===== src/agse_pkg.sv =====
// Shared types, widths and codes of the all-gather-v schedule engine.
// No dependencies; every other file of the block imports this package.
`timescale 1ns / 1ps

package agse_pkg;

    localparam int MAX_RANKS = 64;   // depth of the count store and largest rank count
    localparam int COUNT_W   = 24;   // width of one stored element count
    localparam int NW        = 7;    // width of a rank count or a rank number
    localparam int DW        = 8;    // width of the step distance and step counter
    localparam int SW        = 31;   // width of an exact sum of counts
    localparam int EB_W      = 9;    // width of the element size
    localparam int THR_W     = 32;   // width of a byte threshold
    localparam int PROD_W    = 40;   // width of a byte product
    localparam int CHUNK_W   = 32;   // width of the ring chunk
    localparam int RES_W     = 30;   // width of an emitted count
    localparam int RANK_W    = 6;    // width of an emitted rank
    localparam int CFG_IDX_W = 3;
    localparam int CFG_W     = 32;

    localparam logic [SW-1:0] RES_MAX = SW'(30'h3FFF_FFFF);

    localparam logic [CFG_IDX_W-1:0] CFG_NUM_RANKS  = 3'd0;
    localparam logic [CFG_IDX_W-1:0] CFG_MY_RANK    = 3'd1;
    localparam logic [CFG_IDX_W-1:0] CFG_ELEM_BYTES = 3'd2;
    localparam logic [CFG_IDX_W-1:0] CFG_LONG_THR   = 3'd3;
    localparam logic [CFG_IDX_W-1:0] CFG_SHORT_THR  = 3'd4;
    localparam logic [CFG_IDX_W-1:0] CFG_PIPE_THR   = 3'd5;

    localparam logic CMD_LOAD  = 1'b0;
    localparam logic CMD_FETCH = 1'b1;

    localparam logic [1:0] OP_NONE     = 2'd0;
    localparam logic [1:0] OP_SENDRECV = 2'd1;
    localparam logic [1:0] OP_SEND     = 2'd2;
    localparam logic [1:0] OP_RECV     = 2'd3;

    localparam logic [1:0] ALG_RD    = 2'd0;
    localparam logic [1:0] ALG_BRUCK = 2'd1;
    localparam logic [1:0] ALG_RING  = 2'd2;

    typedef enum logic [5:0] {
        PH_LOAD  = 6'b000001,
        PH_RD    = 6'b000010,
        PH_BRUCK = 6'b000100,
        PH_BREM  = 6'b001000,
        PH_RING  = 6'b010000,
        PH_DONE  = 6'b100000
    } phase_t;

    typedef struct packed {
        logic               cmd;
        logic [RANK_W-1:0]  rank_index;
        logic [COUNT_W-1:0] count;
    } req_t;

    typedef struct packed {
        logic [1:0]         op_kind;
        logic [1:0]         algorithm;
        logic [RES_W-1:0]   send_count;
        logic [RANK_W-1:0]  dest_rank;
        logic [RES_W-1:0]   recv_count;
        logic [RANK_W-1:0]  source_rank;
        logic               done_res;
    } rsp_t;

    // Clamp an exact sum to the emitted count width.
    function automatic logic [RES_W-1:0] sat_res(input logic [SW-1:0] v);
        logic [RES_W-1:0] r;
        r = (v > RES_MAX) ? '1 : v[RES_W-1:0];
        return r;
    endfunction

endpackage


===== src/agse_cnt_mem.sv =====
// Per-rank count memory: one write port and one read port with registered data.
// Depends on agse_pkg for the count width.
`timescale 1ns / 1ps

module agse_cnt_mem #(
    parameter int DEPTH = 64,
    parameter int AW    = 6
) (
    input  logic                         clk,
    input  logic                         we,
    input  logic [AW-1:0]                waddr,
    input  logic [agse_pkg::COUNT_W-1:0] wdata,
    input  logic [AW-1:0]                raddr,
    output logic [agse_pkg::COUNT_W-1:0] rdata
);
    import agse_pkg::*;

    logic [COUNT_W-1:0] mem [DEPTH];
    logic [COUNT_W-1:0] rdata_reg;

    always_ff @(posedge clk)
    begin
        if (we)
        begin
            mem[waddr] <= wdata;
        end
        rdata_reg <= mem[raddr];
    end

    assign rdata = rdata_reg;

endmodule


===== src/agse_div.sv =====
// Restoring divider, one quotient bit per cycle, for the ring chunk size.
// Depends on agse_pkg for the threshold and element size widths.
`timescale 1ns / 1ps

module agse_div (
    input  logic                       clk,
    input  logic                       rst_n,
    input  logic                       start,
    input  logic [agse_pkg::THR_W-1:0] dividend,
    input  logic [agse_pkg::EB_W-1:0]  divisor,
    output logic                       done,
    output logic [agse_pkg::THR_W-1:0] quotient
);
    import agse_pkg::*;

    localparam int CNT_W = $clog2(THR_W) + 1;

    logic [EB_W-1:0]  rem_reg, rem_next;
    logic [THR_W-1:0] quo_reg, quo_next;
    logic [CNT_W-1:0] cnt_reg, cnt_next;
    logic             busy_reg, busy_next;
    logic             done_reg, done_next;
    logic [EB_W:0]    shifted;
    logic             fits;

    assign shifted = {rem_reg, quo_reg[THR_W-1]};
    assign fits    = (shifted >= {1'b0, divisor});

    always_comb
    begin
        rem_next  = rem_reg;
        quo_next  = quo_reg;
        cnt_next  = cnt_reg;
        busy_next = busy_reg;
        done_next = 1'b0;
        if (start)
        begin
            rem_next  = '0;
            quo_next  = dividend;
            cnt_next  = CNT_W'(THR_W);
            busy_next = 1'b1;
        end
        else if (busy_reg)
        begin
            rem_next = fits ? EB_W'(shifted - {1'b0, divisor}) : shifted[EB_W-1:0];
            quo_next = {quo_reg[THR_W-2:0], fits};
            cnt_next = cnt_reg - 1'b1;
            if (cnt_reg == CNT_W'(1))
            begin
                busy_next = 1'b0;
                done_next = 1'b1;
            end
        end
    end

    always_ff @(posedge clk or negedge rst_n)
    begin
        if (!rst_n)
        begin
            rem_reg  <= '0;
            quo_reg  <= '0;
            cnt_reg  <= '0;
            busy_reg <= 1'b0;
            done_reg <= 1'b0;
        end
        else
        begin
            rem_reg  <= rem_next;
            quo_reg  <= quo_next;
            cnt_reg  <= cnt_next;
            busy_reg <= busy_next;
            done_reg <= done_next;
        end
    end

    assign done     = done_reg;
    assign quotient = quo_reg;

endmodule


===== src/allgatherv_schedule_engine_top.sv =====
// Top level of the all-gather-v schedule engine: sequencer, run state and output word.
// Depends on agse_pkg, agse_cnt_mem and agse_div.
`timescale 1ns / 1ps

// The engine stores one element count per rank (load words) and answers each fetch
// word with the next point-to-point operation of this rank: recursive doubling,
// Bruck with a remainder step, or a chunked ring, chosen from the total bytes at the
// first fetch after a load. It handles one word at a time and drops its request
// side's stall only when the sequencer is idle; a finished word waits in the output
// register while the next request is taken. Every count is read through the single
// read port of the count memory, and that port sets the latency. A load goes through
// the emit state to the output register. The first fetch of a run reduces the rank,
// sums the counts and chooses the algorithm; a ring run then scans all counts for
// the minimum and, when the chunk comes from the pipeline threshold, runs the
// divider. A recursive doubling or Bruck step, the remainder step included, sums two
// windows of counts, and a ring word visits at most n + 2 positions.
module allgatherv_schedule_engine_top (
    input  logic                           clk,
    input  logic                           rst_n,
    input  logic                           req_valid,
    output logic                           req_stall,
    input  agse_pkg::req_t                 req,
    output logic                           rsp_valid,
    input  logic                           rsp_stall,
    output agse_pkg::rsp_t                 rsp,
    input  logic                           cfg_we,
    input  logic [agse_pkg::CFG_IDX_W-1:0] cfg_index,
    input  logic [agse_pkg::CFG_W-1:0]     cfg_data
);
    import agse_pkg::*;

    localparam int AW = (MAX_RANKS > 1) ? $clog2(MAX_RANKS) : 1;

    typedef enum logic [17:0] {
        S_IDLE  = 18'b000000000000000001,
        S_MOD   = 18'b000000000000000010,
        S_WSUM  = 18'b000000000000000100,
        S_MUL   = 18'b000000000000001000,
        S_SEL   = 18'b000000000000010000,
        S_MIN   = 18'b000000000000100000,
        S_RL    = 18'b000000000001000000,
        S_CHUNK = 18'b000000000010000000,
        S_DIV   = 18'b000000000100000000,
        S_DISP  = 18'b000000001000000000,
        S_WB    = 18'b000000010000000000,
        S_WFIN  = 18'b000000100000000000,
        S_RCHK  = 18'b000001000000000000,
        S_RCS   = 18'b000010000000000000,
        S_RCR   = 18'b000100000000000000,
        S_RSTEP = 18'b001000000000000000,
        S_EMIT  = 18'b010000000000000000,
        S_SPARE = 18'b100000000000000000
    } state_t;

    // Configuration registers.
    logic [NW-1:0]    num_ranks_reg;
    logic [RANK_W-1:0] my_rank_reg;
    logic [EB_W-1:0]  elem_bytes_reg;
    logic [THR_W-1:0] long_thr_reg;
    logic [THR_W-1:0] short_thr_reg;
    logic [THR_W-1:0] pipe_thr_reg;

    // Sequencer and run state.
    state_t             state_reg, state_next;
    state_t             ws_ret_reg, ws_ret_next;
    phase_t             phase_reg, phase_next;
    logic [1:0]         alg_reg, alg_next;
    logic [NW-1:0]      n_reg, n_next;
    logic [NW-1:0]      me_reg, me_next;
    logic [DW-1:0]      d_reg, d_next;
    logic [DW-1:0]      iter_reg, iter_next;
    logic [SW-1:0]      total_reg, total_next;
    logic [PROD_W-1:0]  prod_reg, prod_next;
    logic [NW-1:0]      ws_idx_reg, ws_idx_next;
    logic [NW-1:0]      ws_left_reg, ws_left_next;
    logic               ws_pend_reg, ws_pend_next;
    logic [NW-1:0]      pidx_reg, pidx_next;
    logic [SW-1:0]      acc_reg, acc_next;
    logic [SW-1:0]      sc_reg, sc_next;
    logic [COUNT_W-1:0] mn_reg, mn_next;
    logic [COUNT_W-1:0] cme_reg, cme_next;
    logic [COUNT_W-1:0] cright_reg, cright_next;
    logic [CHUNK_W-1:0] chunk_reg, chunk_next;
    logic [NW-1:0]      rs_idx_reg, rs_idx_next;
    logic [NW-1:0]      rr_idx_reg, rr_idx_next;
    logic [COUNT_W-1:0] soff_reg, soff_next;
    logic [COUNT_W-1:0] roff_reg, roff_next;
    logic [SW-1:0]      lts_reg, lts_next;
    logic [SW-1:0]      ltr_reg, ltr_next;
    logic [COUNT_W-1:0] cs_reg, cs_next;
    logic [COUNT_W-1:0] cr_reg, cr_next;
    logic [COUNT_W-1:0] sn0_reg, sn0_next;
    logic [COUNT_W-1:0] rn0_reg, rn0_next;
    rsp_t               res_reg, res_next;
    rsp_t               rsp_reg, rsp_next;
    logic               rsp_valid_reg, rsp_valid_next;

    // Memory, divider and multiplier connections.
    logic               mem_we;
    logic [AW-1:0]      mem_raddr;
    logic [COUNT_W-1:0] mem_rdata;
    logic               div_start;
    logic               div_done;
    logic [THR_W-1:0]   div_q;
    logic [SW-1:0]      mul_a;
    logic [PROD_W-1:0]  mul_out;

    // Rank arithmetic on the latched run values.
    logic [DW-1:0]      n_ext;
    logic [DW-1:0]      src_sum;
    logic [DW-1:0]      dst_sum;
    logic [NW-1:0]      src_c;
    logic [NW-1:0]      dst_c;
    logic [NW-1:0]      partner_c;
    logic [NW-1:0]      mask_c;
    logic [NW-1:0]      right_c;
    logic [NW-1:0]      left_c;
    logic [NW-1:0]      ws_inc;
    logic [NW-1:0]      n_clamp;
    logic [EB_W-1:0]    eb_eff;
    logic               n_pow2;

    // Ring step amounts.
    logic [COUNT_W-1:0] sn1, rn1, sn, rn;
    logic [SW-1:0]      lts_new, ltr_new;
    logic [COUNT_W:0]   soff_sum, roff_sum;
    logic [DW-1:0]      d2;
    logic               fin;

    rsp_t               none_rsp;

    assign n_ext     = {1'b0, n_reg};
    assign src_sum   = {1'b0, me_reg} + d_reg;
    assign dst_sum   = {1'b0, me_reg} + n_ext - d_reg;
    assign src_c     = (src_sum >= n_ext) ? NW'(src_sum - n_ext) : NW'(src_sum);
    assign dst_c     = (dst_sum >= n_ext) ? NW'(dst_sum - n_ext) : NW'(dst_sum);
    assign partner_c = me_reg ^ NW'(d_reg);
    assign mask_c    = ~NW'(d_reg - 1'b1);
    assign right_c   = (me_reg + 1'b1 == n_reg) ? '0 : me_reg + 1'b1;
    assign left_c    = (me_reg == '0) ? n_reg - 1'b1 : me_reg - 1'b1;
    assign ws_inc    = (ws_idx_reg + 1'b1 == n_reg) ? '0 : ws_idx_reg + 1'b1;
    assign n_pow2    = ((n_reg & (n_reg - 1'b1)) == '0);
    assign eb_eff    = (elem_bytes_reg == '0) ? EB_W'(1) : elem_bytes_reg;
    assign d2        = d_reg << 1;

    // A rank count of zero counts as one; one above the store depth saturates.
    always_comb
    begin
        if (num_ranks_reg == '0)
        begin
            n_clamp = NW'(1);
        end
        else if (32'(num_ranks_reg) > MAX_RANKS)
        begin
            n_clamp = NW'(MAX_RANKS);
        end
        else
        begin
            n_clamp = num_ranks_reg;
        end
    end

    // One multiplier serves both the total bytes and the minimum chunk bytes.
    assign mul_a   = (state_reg == S_MUL) ? acc_reg : SW'(mn_reg);
    assign mul_out = PROD_W'(mul_a) * PROD_W'(eb_eff);

    // Ring step: clip each side to the chunk and to what is left.
    assign sn1      = (CHUNK_W'(sn0_reg) > chunk_reg) ? COUNT_W'(chunk_reg) : sn0_reg;
    assign rn1      = (CHUNK_W'(rn0_reg) > chunk_reg) ? COUNT_W'(chunk_reg) : rn0_reg;
    assign sn       = (SW'(sn1) > lts_reg) ? COUNT_W'(lts_reg) : sn1;
    assign rn       = (SW'(rn1) > ltr_reg) ? COUNT_W'(ltr_reg) : rn1;
    assign lts_new  = lts_reg - SW'(sn);
    assign ltr_new  = ltr_reg - SW'(rn);
    assign soff_sum = {1'b0, soff_reg} + {1'b0, sn};
    assign roff_sum = {1'b0, roff_reg} + {1'b0, rn};
    assign fin      = (lts_new == '0) && (ltr_new == '0);

    always_comb
    begin
        none_rsp             = '0;
        none_rsp.op_kind     = OP_NONE;
        none_rsp.algorithm   = alg_reg;
        none_rsp.done_res    = 1'b1;
    end

    agse_cnt_mem #(
        .DEPTH (MAX_RANKS),
        .AW    (AW)
    ) u_cnt_mem (
        .clk   (clk),
        .we    (mem_we),
        .waddr (AW'(req.rank_index)),
        .wdata (req.count),
        .raddr (mem_raddr),
        .rdata (mem_rdata)
    );

    agse_div u_div (
        .clk      (clk),
        .rst_n    (rst_n),
        .start    (div_start),
        .dividend (pipe_thr_reg),
        .divisor  (eb_eff),
        .done     (div_done),
        .quotient (div_q)
    );

    always_comb
    begin
        state_next     = state_reg;
        ws_ret_next    = ws_ret_reg;
        phase_next     = phase_reg;
        alg_next       = alg_reg;
        n_next         = n_reg;
        me_next        = me_reg;
        d_next         = d_reg;
        iter_next      = iter_reg;
        total_next     = total_reg;
        prod_next      = prod_reg;
        ws_idx_next    = ws_idx_reg;
        ws_left_next   = ws_left_reg;
        ws_pend_next   = ws_pend_reg;
        pidx_next      = pidx_reg;
        acc_next       = acc_reg;
        sc_next        = sc_reg;
        mn_next        = mn_reg;
        cme_next       = cme_reg;
        cright_next    = cright_reg;
        chunk_next     = chunk_reg;
        rs_idx_next    = rs_idx_reg;
        rr_idx_next    = rr_idx_reg;
        soff_next      = soff_reg;
        roff_next      = roff_reg;
        lts_next       = lts_reg;
        ltr_next       = ltr_reg;
        cs_next        = cs_reg;
        cr_next        = cr_reg;
        sn0_next       = sn0_reg;
        rn0_next       = rn0_reg;
        res_next       = res_reg;
        rsp_next       = rsp_reg;
        rsp_valid_next = rsp_valid_reg && rsp_stall;
        mem_we         = 1'b0;
        mem_raddr      = AW'(ws_idx_reg);
        div_start      = 1'b0;

        case (state_reg)
            S_IDLE:
            begin
                if (req_valid)
                begin
                    iter_next = '0;
                    if (req.cmd == CMD_LOAD)
                    begin
                        mem_we     = (32'(req.rank_index) < MAX_RANKS);
                        phase_next = PH_LOAD;
                        res_next   = '0;
                        state_next = S_EMIT;
                    end
                    else if (phase_reg == PH_LOAD)
                    begin
                        n_next     = n_clamp;
                        me_next    = NW'(my_rank_reg);
                        state_next = S_MOD;
                    end
                    else
                    begin
                        state_next = S_DISP;
                    end
                end
            end

            // Reduce the rank modulo the rank count by repeated subtraction.
            S_MOD:
            begin
                if (me_reg >= n_reg)
                begin
                    me_next = me_reg - n_reg;
                end
                else
                begin
                    ws_idx_next  = '0;
                    ws_left_next = n_reg;
                    ws_pend_next = 1'b0;
                    acc_next     = '0;
                    ws_ret_next  = S_MUL;
                    state_next   = S_WSUM;
                end
            end

            // Window sum: one address a cycle, its data added in the next cycle.
            S_WSUM:
            begin
                if (ws_pend_reg)
                begin
                    acc_next = acc_reg + SW'(mem_rdata);
                end
                if (ws_left_reg != '0)
                begin
                    ws_left_next = ws_left_reg - 1'b1;
                    ws_idx_next  = ws_inc;
                    ws_pend_next = 1'b1;
                end
                else
                begin
                    ws_pend_next = 1'b0;
                    if (!ws_pend_reg)
                    begin
                        state_next = ws_ret_reg;
                    end
                end
            end

            S_MUL:
            begin
                total_next = acc_reg;
                prod_next  = mul_out;
                state_next = S_SEL;
            end

            S_SEL:
            begin
                d_next   = DW'(1);
                alg_next = ALG_RD;
                if (total_reg == '0)
                begin
                    phase_next = PH_DONE;
                    state_next = S_DISP;
                end
                else if (n_pow2 && (prod_reg < PROD_W'(long_thr_reg)))
                begin
                    phase_next = PH_RD;
                    state_next = S_DISP;
                end
                else if (prod_reg < PROD_W'(short_thr_reg))
                begin
                    alg_next   = ALG_BRUCK;
                    phase_next = PH_BRUCK;
                    state_next = S_DISP;
                end
                else
                begin
                    alg_next     = ALG_RING;
                    phase_next   = PH_RING;
                    ws_idx_next  = '0;
                    ws_left_next = n_reg;
                    ws_pend_next = 1'b0;
                    mn_next      = '1;
                    state_next   = S_MIN;
                end
            end

            // Scan all counts for the minimum and pick up this rank's count and its right neighbor's count.
            S_MIN:
            begin
                if (ws_pend_reg)
                begin
                    if (mem_rdata < mn_reg)
                    begin
                        mn_next = mem_rdata;
                    end
                    if (pidx_reg == me_reg)
                    begin
                        cme_next = mem_rdata;
                    end
                    if (pidx_reg == right_c)
                    begin
                        cright_next = mem_rdata;
                    end
                end
                if (ws_left_reg != '0)
                begin
                    pidx_next    = ws_idx_reg;
                    ws_left_next = ws_left_reg - 1'b1;
                    ws_idx_next  = ws_inc;
                    ws_pend_next = 1'b1;
                end
                else
                begin
                    ws_pend_next = 1'b0;
                    if (!ws_pend_reg)
                    begin
                        state_next = S_RL;
                    end
                end
            end

            S_RL:
            begin
                ltr_next    = total_reg - SW'(cme_reg);
                lts_next    = total_reg - SW'(cright_reg);
                prod_next   = mul_out;
                rs_idx_next = me_reg;
                rr_idx_next = left_c;
                soff_next   = '0;
                roff_next   = '0;
                state_next  = S_CHUNK;
            end

            S_CHUNK:
            begin
                if (prod_reg < PROD_W'(pipe_thr_reg))
                begin
                    div_start  = 1'b1;
                    state_next = S_DIV;
                end
                else
                begin
                    chunk_next = (mn_reg == '0) ? CHUNK_W'(1) : CHUNK_W'(mn_reg);
                    state_next = S_DISP;
                end
            end

            S_DIV:
            begin
                if (div_done)
                begin
                    chunk_next = (div_q == '0) ? CHUNK_W'(1) : CHUNK_W'(div_q);
                    state_next = S_DISP;
                end
            end

            // Decide what the current phase does on this fetch.
            S_DISP:
            begin
                acc_next     = '0;
                ws_pend_next = 1'b0;
                ws_ret_next  = S_WB;
                case (phase_reg)
                    PH_RD:
                    begin
                        if (d_reg < n_ext)
                        begin
                            ws_idx_next  = me_reg & mask_c;
                            ws_left_next = NW'(d_reg);
                            state_next   = S_WSUM;
                        end
                        else
                        begin
                            phase_next = PH_DONE;
                            res_next   = none_rsp;
                            state_next = S_EMIT;
                        end
                    end
                    PH_BRUCK:
                    begin
                        if (d_reg <= (n_ext >> 1))
                        begin
                            ws_idx_next  = me_reg;
                            ws_left_next = NW'(d_reg);
                            state_next   = S_WSUM;
                        end
                        else
                        begin
                            phase_next = PH_BREM;
                        end
                    end
                    PH_BREM:
                    begin
                        if (d_reg < n_ext)
                        begin
                            ws_idx_next  = me_reg;
                            ws_left_next = NW'(n_ext - d_reg);
                            state_next   = S_WSUM;
                        end
                        else
                        begin
                            phase_next = PH_DONE;
                            res_next   = none_rsp;
                            state_next = S_EMIT;
                        end
                    end
                    PH_RING:
                    begin
                        state_next = S_RCHK;
                    end
                    default:
                    begin
                        phase_next = PH_DONE;
                        res_next   = none_rsp;
                        state_next = S_EMIT;
                    end
                endcase
            end

            // First window done; start the second one.
            S_WB:
            begin
                sc_next      = acc_reg;
                acc_next     = '0;
                ws_pend_next = 1'b0;
                ws_left_next = NW'(d_reg);
                ws_ret_next  = S_WFIN;
                state_next   = S_WSUM;
                case (phase_reg)
                    PH_RD:
                    begin
                        ws_idx_next = partner_c & mask_c;
                    end
                    PH_BRUCK:
                    begin
                        ws_idx_next = src_c;
                    end
                    default:
                    begin
                        ws_idx_next = me_reg;
                    end
                endcase
            end

            S_WFIN:
            begin
                res_next.op_kind    = OP_SENDRECV;
                res_next.algorithm  = alg_reg;
                res_next.send_count = sat_res(sc_reg);
                state_next          = S_EMIT;
                case (phase_reg)
                    PH_RD:
                    begin
                        d_next               = d2;
                        phase_next           = (d2 >= n_ext) ? PH_DONE : PH_RD;
                        res_next.dest_rank   = RANK_W'(partner_c);
                        res_next.recv_count  = sat_res(acc_reg);
                        res_next.source_rank = RANK_W'(partner_c);
                        res_next.done_res    = (d2 >= n_ext);
                    end
                    PH_BRUCK:
                    begin
                        d_next               = d2;
                        res_next.dest_rank   = RANK_W'(dst_c);
                        res_next.recv_count  = sat_res(acc_reg);
                        res_next.source_rank = RANK_W'(src_c);
                        res_next.done_res    = 1'b0;
                        if (d2 > (n_ext >> 1))
                        begin
                            if (d2 < n_ext)
                            begin
                                phase_next = PH_BREM;
                            end
                            else
                            begin
                                phase_next        = PH_DONE;
                                res_next.done_res = 1'b1;
                            end
                        end
                    end
                    default:
                    begin
                        // Remainder step: receive whatever of the total is not held yet.
                        phase_next           = PH_DONE;
                        res_next.dest_rank   = RANK_W'(dst_c);
                        res_next.recv_count  = sat_res((total_reg > acc_reg) ?
                                                       total_reg - acc_reg : '0);
                        res_next.source_rank = RANK_W'(src_c);
                        res_next.done_res    = 1'b1;
                    end
                endcase
            end

            S_RCHK:
            begin
                if (((lts_reg == '0) && (ltr_reg == '0)) || (iter_reg == n_ext + DW'(2)))
                begin
                    phase_next = PH_DONE;
                    res_next   = none_rsp;
                    state_next = S_EMIT;
                end
                else
                begin
                    mem_raddr  = AW'(rs_idx_reg);
                    state_next = S_RCS;
                end
            end

            S_RCS:
            begin
                cs_next    = mem_rdata;
                mem_raddr  = AW'(rr_idx_reg);
                state_next = S_RCR;
            end

            S_RCR:
            begin
                cr_next    = mem_rdata;
                sn0_next   = (cs_reg > soff_reg) ? cs_reg - soff_reg : '0;
                rn0_next   = (mem_rdata > roff_reg) ? mem_rdata - roff_reg : '0;
                state_next = S_RSTEP;
            end

            S_RSTEP:
            begin
                lts_next = lts_new;
                ltr_next = ltr_new;
                if (soff_sum >= {1'b0, cs_reg})
                begin
                    soff_next   = '0;
                    rs_idx_next = (rs_idx_reg == '0) ? n_reg - 1'b1 : rs_idx_reg - 1'b1;
                end
                else
                begin
                    soff_next = COUNT_W'(soff_sum);
                end
                if (roff_sum >= {1'b0, cr_reg})
                begin
                    roff_next   = '0;
                    rr_idx_next = (rr_idx_reg == '0) ? n_reg - 1'b1 : rr_idx_reg - 1'b1;
                end
                else
                begin
                    roff_next = COUNT_W'(roff_sum);
                end
                if ((sn == '0) && (rn == '0))
                begin
                    // Nothing moves at this position; try the next one in the same fetch.
                    iter_next  = iter_reg + 1'b1;
                    state_next = S_RCHK;
                end
                else
                begin
                    if (fin)
                    begin
                        phase_next = PH_DONE;
                    end
                    res_next           = '0;
                    res_next.algorithm = alg_reg;
                    res_next.done_res  = fin;
                    if (sn == '0)
                    begin
                        res_next.op_kind     = OP_RECV;
                        res_next.recv_count  = sat_res(SW'(rn));
                        res_next.source_rank = RANK_W'(left_c);
                    end
                    else if (rn == '0)
                    begin
                        res_next.op_kind    = OP_SEND;
                        res_next.send_count = sat_res(SW'(sn));
                        res_next.dest_rank  = RANK_W'(right_c);
                    end
                    else
                    begin
                        res_next.op_kind     = OP_SENDRECV;
                        res_next.send_count  = sat_res(SW'(sn));
                        res_next.dest_rank   = RANK_W'(right_c);
                        res_next.recv_count  = sat_res(SW'(rn));
                        res_next.source_rank = RANK_W'(left_c);
                    end
                    state_next = S_EMIT;
                end
            end

            // Hand the word to the output register once it is free.
            S_EMIT:
            begin
                if (!rsp_valid_reg || !rsp_stall)
                begin
                    rsp_next       = res_reg;
                    rsp_valid_next = 1'b1;
                    state_next     = S_IDLE;
                end
            end

            default:
            begin
                state_next = S_IDLE;
            end
        endcase
    end

    // Configuration writes.
    always_ff @(posedge clk or negedge rst_n)
    begin
        if (!rst_n)
        begin
            num_ranks_reg  <= NW'(1);
            my_rank_reg    <= '0;
            elem_bytes_reg <= EB_W'(1);
            long_thr_reg   <= THR_W'(524288);
            short_thr_reg  <= THR_W'(81920);
            pipe_thr_reg   <= THR_W'(32768);
        end
        else if (cfg_we)
        begin
            case (cfg_index)
                CFG_NUM_RANKS:  num_ranks_reg  <= cfg_data[NW-1:0];
                CFG_MY_RANK:    my_rank_reg    <= cfg_data[RANK_W-1:0];
                CFG_ELEM_BYTES: elem_bytes_reg <= cfg_data[EB_W-1:0];
                CFG_LONG_THR:   long_thr_reg   <= cfg_data[THR_W-1:0];
                CFG_SHORT_THR:  short_thr_reg  <= cfg_data[THR_W-1:0];
                CFG_PIPE_THR:   pipe_thr_reg   <= cfg_data[THR_W-1:0];
                default:        ;
            endcase
        end
    end

    // Control state.
    always_ff @(posedge clk or negedge rst_n)
    begin
        if (!rst_n)
        begin
            state_reg     <= S_IDLE;
            ws_ret_reg    <= S_IDLE;
            phase_reg     <= PH_LOAD;
            alg_reg       <= ALG_RD;
            n_reg         <= NW'(1);
            me_reg        <= '0;
            d_reg         <= DW'(1);
            iter_reg      <= '0;
            total_reg     <= '0;
            ws_idx_reg    <= '0;
            ws_left_reg   <= '0;
            ws_pend_reg   <= 1'b0;
            chunk_reg     <= CHUNK_W'(1);
            rs_idx_reg    <= '0;
            rr_idx_reg    <= '0;
            soff_reg      <= '0;
            roff_reg      <= '0;
            lts_reg       <= '0;
            ltr_reg       <= '0;
            rsp_valid_reg <= 1'b0;
        end
        else
        begin
            state_reg     <= state_next;
            ws_ret_reg    <= ws_ret_next;
            phase_reg     <= phase_next;
            alg_reg       <= alg_next;
            n_reg         <= n_next;
            me_reg        <= me_next;
            d_reg         <= d_next;
            iter_reg      <= iter_next;
            total_reg     <= total_next;
            ws_idx_reg    <= ws_idx_next;
            ws_left_reg   <= ws_left_next;
            ws_pend_reg   <= ws_pend_next;
            chunk_reg     <= chunk_next;
            rs_idx_reg    <= rs_idx_next;
            rr_idx_reg    <= rr_idx_next;
            soff_reg      <= soff_next;
            roff_reg      <= roff_next;
            lts_reg       <= lts_next;
            ltr_reg       <= ltr_next;
            rsp_valid_reg <= rsp_valid_next;
        end
    end

    // Datapath registers.
    always_ff @(posedge clk)
    begin
        prod_reg   <= prod_next;
        pidx_reg   <= pidx_next;
        acc_reg    <= acc_next;
        sc_reg     <= sc_next;
        mn_reg     <= mn_next;
        cme_reg    <= cme_next;
        cright_reg <= cright_next;
        cs_reg     <= cs_next;
        cr_reg     <= cr_next;
        sn0_reg    <= sn0_next;
        rn0_reg    <= rn0_next;
        res_reg    <= res_next;
        rsp_reg    <= rsp_next;
    end

    assign req_stall = (state_reg != S_IDLE);
    assign rsp_valid = rsp_valid_reg;
    assign rsp       = rsp_reg;

`ifndef SYNTHESIS
    a_load_resets_phase: assert property (@(posedge clk) disable iff (!rst_n)
        (req_valid && !req_stall && (req.cmd == CMD_LOAD)) |=> (phase_reg == PH_LOAD))
        else $error("load word did not return the schedule to loading");

    a_ring_chunk_nonzero: assert property (@(posedge clk) disable iff (!rst_n)
        (state_reg == S_RSTEP) |-> (chunk_reg != '0))
        else $error("ring step with a zero chunk");

    a_rank_reduced: assert property (@(posedge clk) disable iff (!rst_n)
        (phase_reg != PH_LOAD) |-> (me_reg < n_reg))
        else $error("run rank not below the rank count");

    a_none_moves_nothing: assert property (@(posedge clk) disable iff (!rst_n)
        (rsp_valid && (rsp.op_kind == OP_NONE)) |->
        ((rsp.send_count == '0) && (rsp.recv_count == '0)))
        else $error("word without an operation carries a count");
`endif

endmodule


===== config.mk =====
export PLATFORM = sky130hd
export DESIGN_NAME = allgatherv_schedule_engine_top
export DESIGN_NICKNAME = d
export VERILOG_FILES = /design/src/agse_pkg.sv /design/src/agse_cnt_mem.sv /design/src/agse_div.sv /design/src/allgatherv_schedule_engine_top.sv
export SDC_FILE = /design/constraint.sdc
export NUM_CORES = 2
export LEC_CHECK = 0
export BUFFER_PORTS_ARGS = -buffer_cell sky130_fd_sc_hd__buf_2
export CORE_ASPECT_RATIO = 0.9
export CORE_MARGIN = 3
export CORE_UTILIZATION = 40
export CTS_CLUSTER_DIAMETER = 150
export DETAILED_ROUTE_END_ITERATION = 6
export SYNTH_ARGS = -nofsm -noshare
export SYNTH_HDL_FRONTEND = slang
export SYNTH_HIERARCHICAL = 1
export SYNTH_SLANG_ARGS = --single-unit
export TNS_END_PERCENT = 20

===== constraint.sdc =====
create_clock -name clk -period 10.3 [get_ports clk]
set_input_delay 2.06 -clock clk [delete_from_list [all_inputs] [get_ports clk]]
set_output_delay 2.06 -clock clk [all_outputs]
set_load 0.005 [all_outputs]

==> results.sh <==
export IMPL_status="finished clean"
export IMPL_r2r_setup_slack_ps=340
export IMPL_clkPwrFrac_pct=28.5
export IMPL_p_int_mw=22.1
export IMPL_die_h_um=537
export IMPL_path_clk_slew_ps=60
export IMPL_grt_overflow=0
export IMPL_htreeDepth=5
export IMPL_p_seq_share_pct=35.6
export IMPL_layout_min_cycle_time_ps=9960
export IMPL_gp_congestion=0.978
export IMPL_rows=194
export IMPL_cp_end_kind="flip-flop"
export IMPL_ys_seq_area_share_pct=56.0
export IMPL_slowest_stage="or4_4"
export IMPL_max_vdd_ir_drop_mv=0.302
export IMPL_slew_viol_final=0
export IMPL_ff2ff_path_depth=44
export IMPL_comb_power_share_pct=35.9
export IMPL_met3_usage_pct=4.68
export IMPL_fin_util_pct=45.6
export IMPL_drive_gt1_share_pct=16.0
export IMPL_top_usage_layer="met2"
export IMPL_fin_worst_skew_ps=91.5
export IMPL_drc_errors=0
export IMPL_holdPathStages=0
export IMPL_tritoncts="yes"
export IMPL_grt_use_met1_pct=35.3
export IMPL_synthCells=9709
export IMPL_hold_viol_final=0
export IMPL_async_flop_share_pct=17.7
export IMPL_grt_max_degree=149
export IMPL_cts_buffers=271
export IMPL_areaGrowthSynthToFinish_pct=13.1
export IMPL_crit_type="flip-flop to flip-flop"
export IMPL_first_global_vias=82700
export IMPL_largest_register_ffs=1536
export IMPL_ys_seq_elements=2420
export IMPL_firstDrtPassIters=6
export IMPL_cap_violations=0
export IMPL_detail_route_antenna_nets=0
export IMPL_timing_rr_end="rs_idx_reg[4]"
export IMPL_start_util_pct=40.3
export IMPL_whs_ps=418
export IMPL_synth_flop_cell="edfxtp_1"
export IMPL_clockBufferDepth=4
export IMPL_netlist_area_mm2=0.125
export IMPL_drtIter0Drc=8629
export IMPL_antenna_found_initial=29
export IMPL_worst_pin_slew_ps=1300
export IMPL_cts_sink_count=2420
export IMPL_synth_nets=10600
export IMPL_cp_data_arrival_time_ps=10720
export IMPL_path_max_fanout=11
export IMPL_grt_pass1_wl_um=582000
export IMPL_nets=11000
export IMPL_hold_class="flip-flop to flip-flop"
export IMPL_via_count=84100
export IMPL_rsz0062_at_grt="true"
export IMPL_ios=150
export IMPL_synth_distinct_cells=119
export IMPL_p_sw_share_pct=34.9
export IMPL_placed_area_mm2=0.133
export IMPL_viasPerCell=5.82
export IMPL_power_leakage_nw=53.5
export IMPL_stdcell_area_mm2=0.142
export IMPL_power_switching_mw=11.8
export IMPL_r2r_start="chunk_reg[26]"
export IMPL_max_freq_mhz=100
export IMPL_syn_avg_cell_area_um2=12.9
export IMPL_critPathLaunchType="flip-flop"
export IMPL_die_w_um=596
export IMPL_worstHoldStart="res_reg[65]"
export IMPL_wl_um=402000
export IMPL_gr_usage_met2_pct=37.9
export IMPL_pwr_density_cell_mw_per_mm2=239
export IMPL_finalCritPeriodShare_pct=96.7
export IMPL_dieArea_mm2=0.321
export IMPL_ys_warn_count=6
export IMPL_gr_usage_all_layers_pct=24.7
export IMPL_setup_violations_final=0
export IMPL_cp_required_ps=11060
export IMPL_clk_latency_ps=910
export IMPL_port_buffers=149
export IMPL_synth_edf_count=1967
export IMPL_wire_per_inst_um=27.8
export IMPL_dp_hpwl_um=283000
export IMPL_fp_coreArea_mm2=0.311
export IMPL_hold_path_end="rsp[65]"
export IMPL_max_slew_margin_pct=10.9
export IMPL_cts_root_buf="clkbuf_16"
export IMPL_critPathMaxStageDelay_ps=610
## cell families after synthesis
family	after synthesis	share of synthesized area [%]
simple gates	2278	8.70
compound gates	1900	9.82
mux	662	8.98
flops	2420	56.0
fa+ha+maj	872	10.0
buf+inv	1215	3.91
xor+xnor	362	2.54
## cell usage after synthesis, types with 18 or more instances
cell type	number	area (um^2)
nor3_1	123	616
a31oi_1	51	319
nand2_1	791	2970
nor2_1	493	1850
mux2i_1	166	1660
fa_1	227	4540
o21ai_1	36	180
o21a_1	62	465
a22oi_1	58	435
dfxtp_1	24	480
o211ai_1	46	345
o21ai_0	479	2400
nand3_1	158	791
a221oi_1	86	753
mux2_2	135	1520
nor4_1	73	457
inv_1	811	3040
a21oi_1	416	2080
edfxtp_1	1967	59100
ha_1	635	7950
mux4_2	356	8020
nand2b_1	70	438
xnor2_1	254	2220
or2_2	46	288
buf_4	28	210
buf_2	44	220
a211oi_1	51	383
nand4_1	97	607
o2111ai_1	23	201
o21bai_1	35	263
a21boi_0	30	225
nand3b_1	31	233
clkbuf_1	285	1070
and2_1	97	607
dfrtp_1	417	10400
buf_6	18	203
or3_1	38	238
o22ai_1	139	870
a21o_1	166	1250
nor2b_1	86	538
and3_1	85	532
xor2_1	106	928
## worst max-delay path by stage
stage,from,slack (ps),end,cells past startpoint
6_report,chunk_reg[26],340,rs_idx_reg[4],44
5_1_grt,chunk_reg[31],-90,rs_idx_reg[1],44
4_1_cts,chunk_reg[9],40,rr_idx_reg[3],50
3_5_place_dp,chunk_reg[31],-70,rr_idx_reg[3],46
3_3_place_gp,chunk_reg[31],240,rr_idx_reg[5],45
2_1_floorplan,chunk_reg[5],30,rr_idx_reg[2],51
## power by group through the flow
stage | sequential, mW | combinational (mW) | clock, mW
after floorplan | 12.0 | 8.42 | 0
after global placement | 12.2 | 11.9 | 0
after detailed placement | 12.3 | 12.0 | 0
after CTS | 12.1 | 12.1 | 9.86
after global routing | 12.1 | 13.4 | 10.2
final | 12.1 | 12.2 | 9.68
## what timing repair did
item | in CTS | in global routing
resized for setup | 3 | 52
endpoints found under the setup margin | 4 | 73
hold buffers | 0 | 0
buffers inserted | 0 | 6
pin swaps | 0 | 18
## layout by cell type (no fill, tap or decap), types with 47 or more instances in the layout
| cell | netlist | final |
|---|---|---|
| nor3_1 | 123 | 120 |
| mux2i_1 | 166 | 165 |
| o21ai_0 | 479 | 461 |
| a21oi_1 | 416 | 407 |
| xor2_1 | 106 | 106 |
| fa_1 | 227 | 227 |
| mux4_2 | 356 | 356 |
| clkbuf_1 | 285 | 64 |
| and3_1 | 85 | 84 |
| nor2_1 | 493 | 419 |
| a21o_1 | 166 | 166 |
| nor2b_1 | 86 | 85 |
| clkbuf_16 | 0 | 278 |
| buf_2 | 44 | 148 |
| nand2b_1 | 70 | 69 |
| o22ai_1 | 139 | 139 |
| nand4_1 | 97 | 97 |
| ha_1 | 635 | 635 |
| dfrtp_1 | 417 | 415 |
| nand2_1 | 791 | 785 |
| nand3_1 | 158 | 158 |
| xnor2_1 | 254 | 253 |
| and2_1 | 97 | 97 |
| buf_4 | 28 | 357 |
| a211oi_1 | 51 | 47 |
| edfxtp_1 | 1967 | 1967 |
| a22oi_1 | 58 | 58 |
| nor2_2 | 2 | 62 |
| a31oi_1 | 51 | 50 |
| o21a_1 | 62 | 62 |
| a221oi_1 | 86 | 85 |
| nor4_1 | 73 | 68 |
| mux2_2 | 135 | 135 |
| clkinv_1 | 5 | 47 |
| inv_1 | 811 | 810 |
## per-layer routing
layer	vias to the layer above	part of all wire [%]	routed length, um
met5	-	0.025	101
met4	14	3.7	14800
met3	619	8.4	33700
met2	3588	44	179000
met1	42900	43	174000
li1	37000	-	-
## cell type report
| class | instances | area, um^2 |
|---|---|---|
| fill | 27700 | 170000 |
| timing repair buffer | 519 | 3680 |
| clock buffer | 354 | 7360 |
| clock inverter | 133 | 1410 |
| tap | 4116 | 5150 |
| sequential | 2420 | 70300 |
| antenna | 13 | 32.5 |
| multi-input combinational | 6074 | 50900 |
| inverter | 818 | 3070 |
## critical path: cells and delay by family (launching register included)
kind / cells / cell delay (ps)
compound gates: 19 / 3870
simple gates: 13 / 2910
fa+ha+maj: 4 / 1290
buf+inv: 5 / 690
mux: 2 / 570
flops: 1 / 380
xor+xnor: 1 / 120
## stage by stage
stage / power (mW) / TNS [ps] / worst slack, ps / cells
floorplan: 20.4 / 0 / 28.1 / 9709
global placement: 24.1 / 0 / 241 / 13900
detailed placement: 24.3 / -246 / -72.9 / 13900
CTS: 34.0 / 0 / 38.9 / 14400
global route: 35.7 / -595 / -87.9 / 14400
finish: 33.9 / 0 / 339 / 14400
No activity file was read; power rests on OpenSTA's default activity.
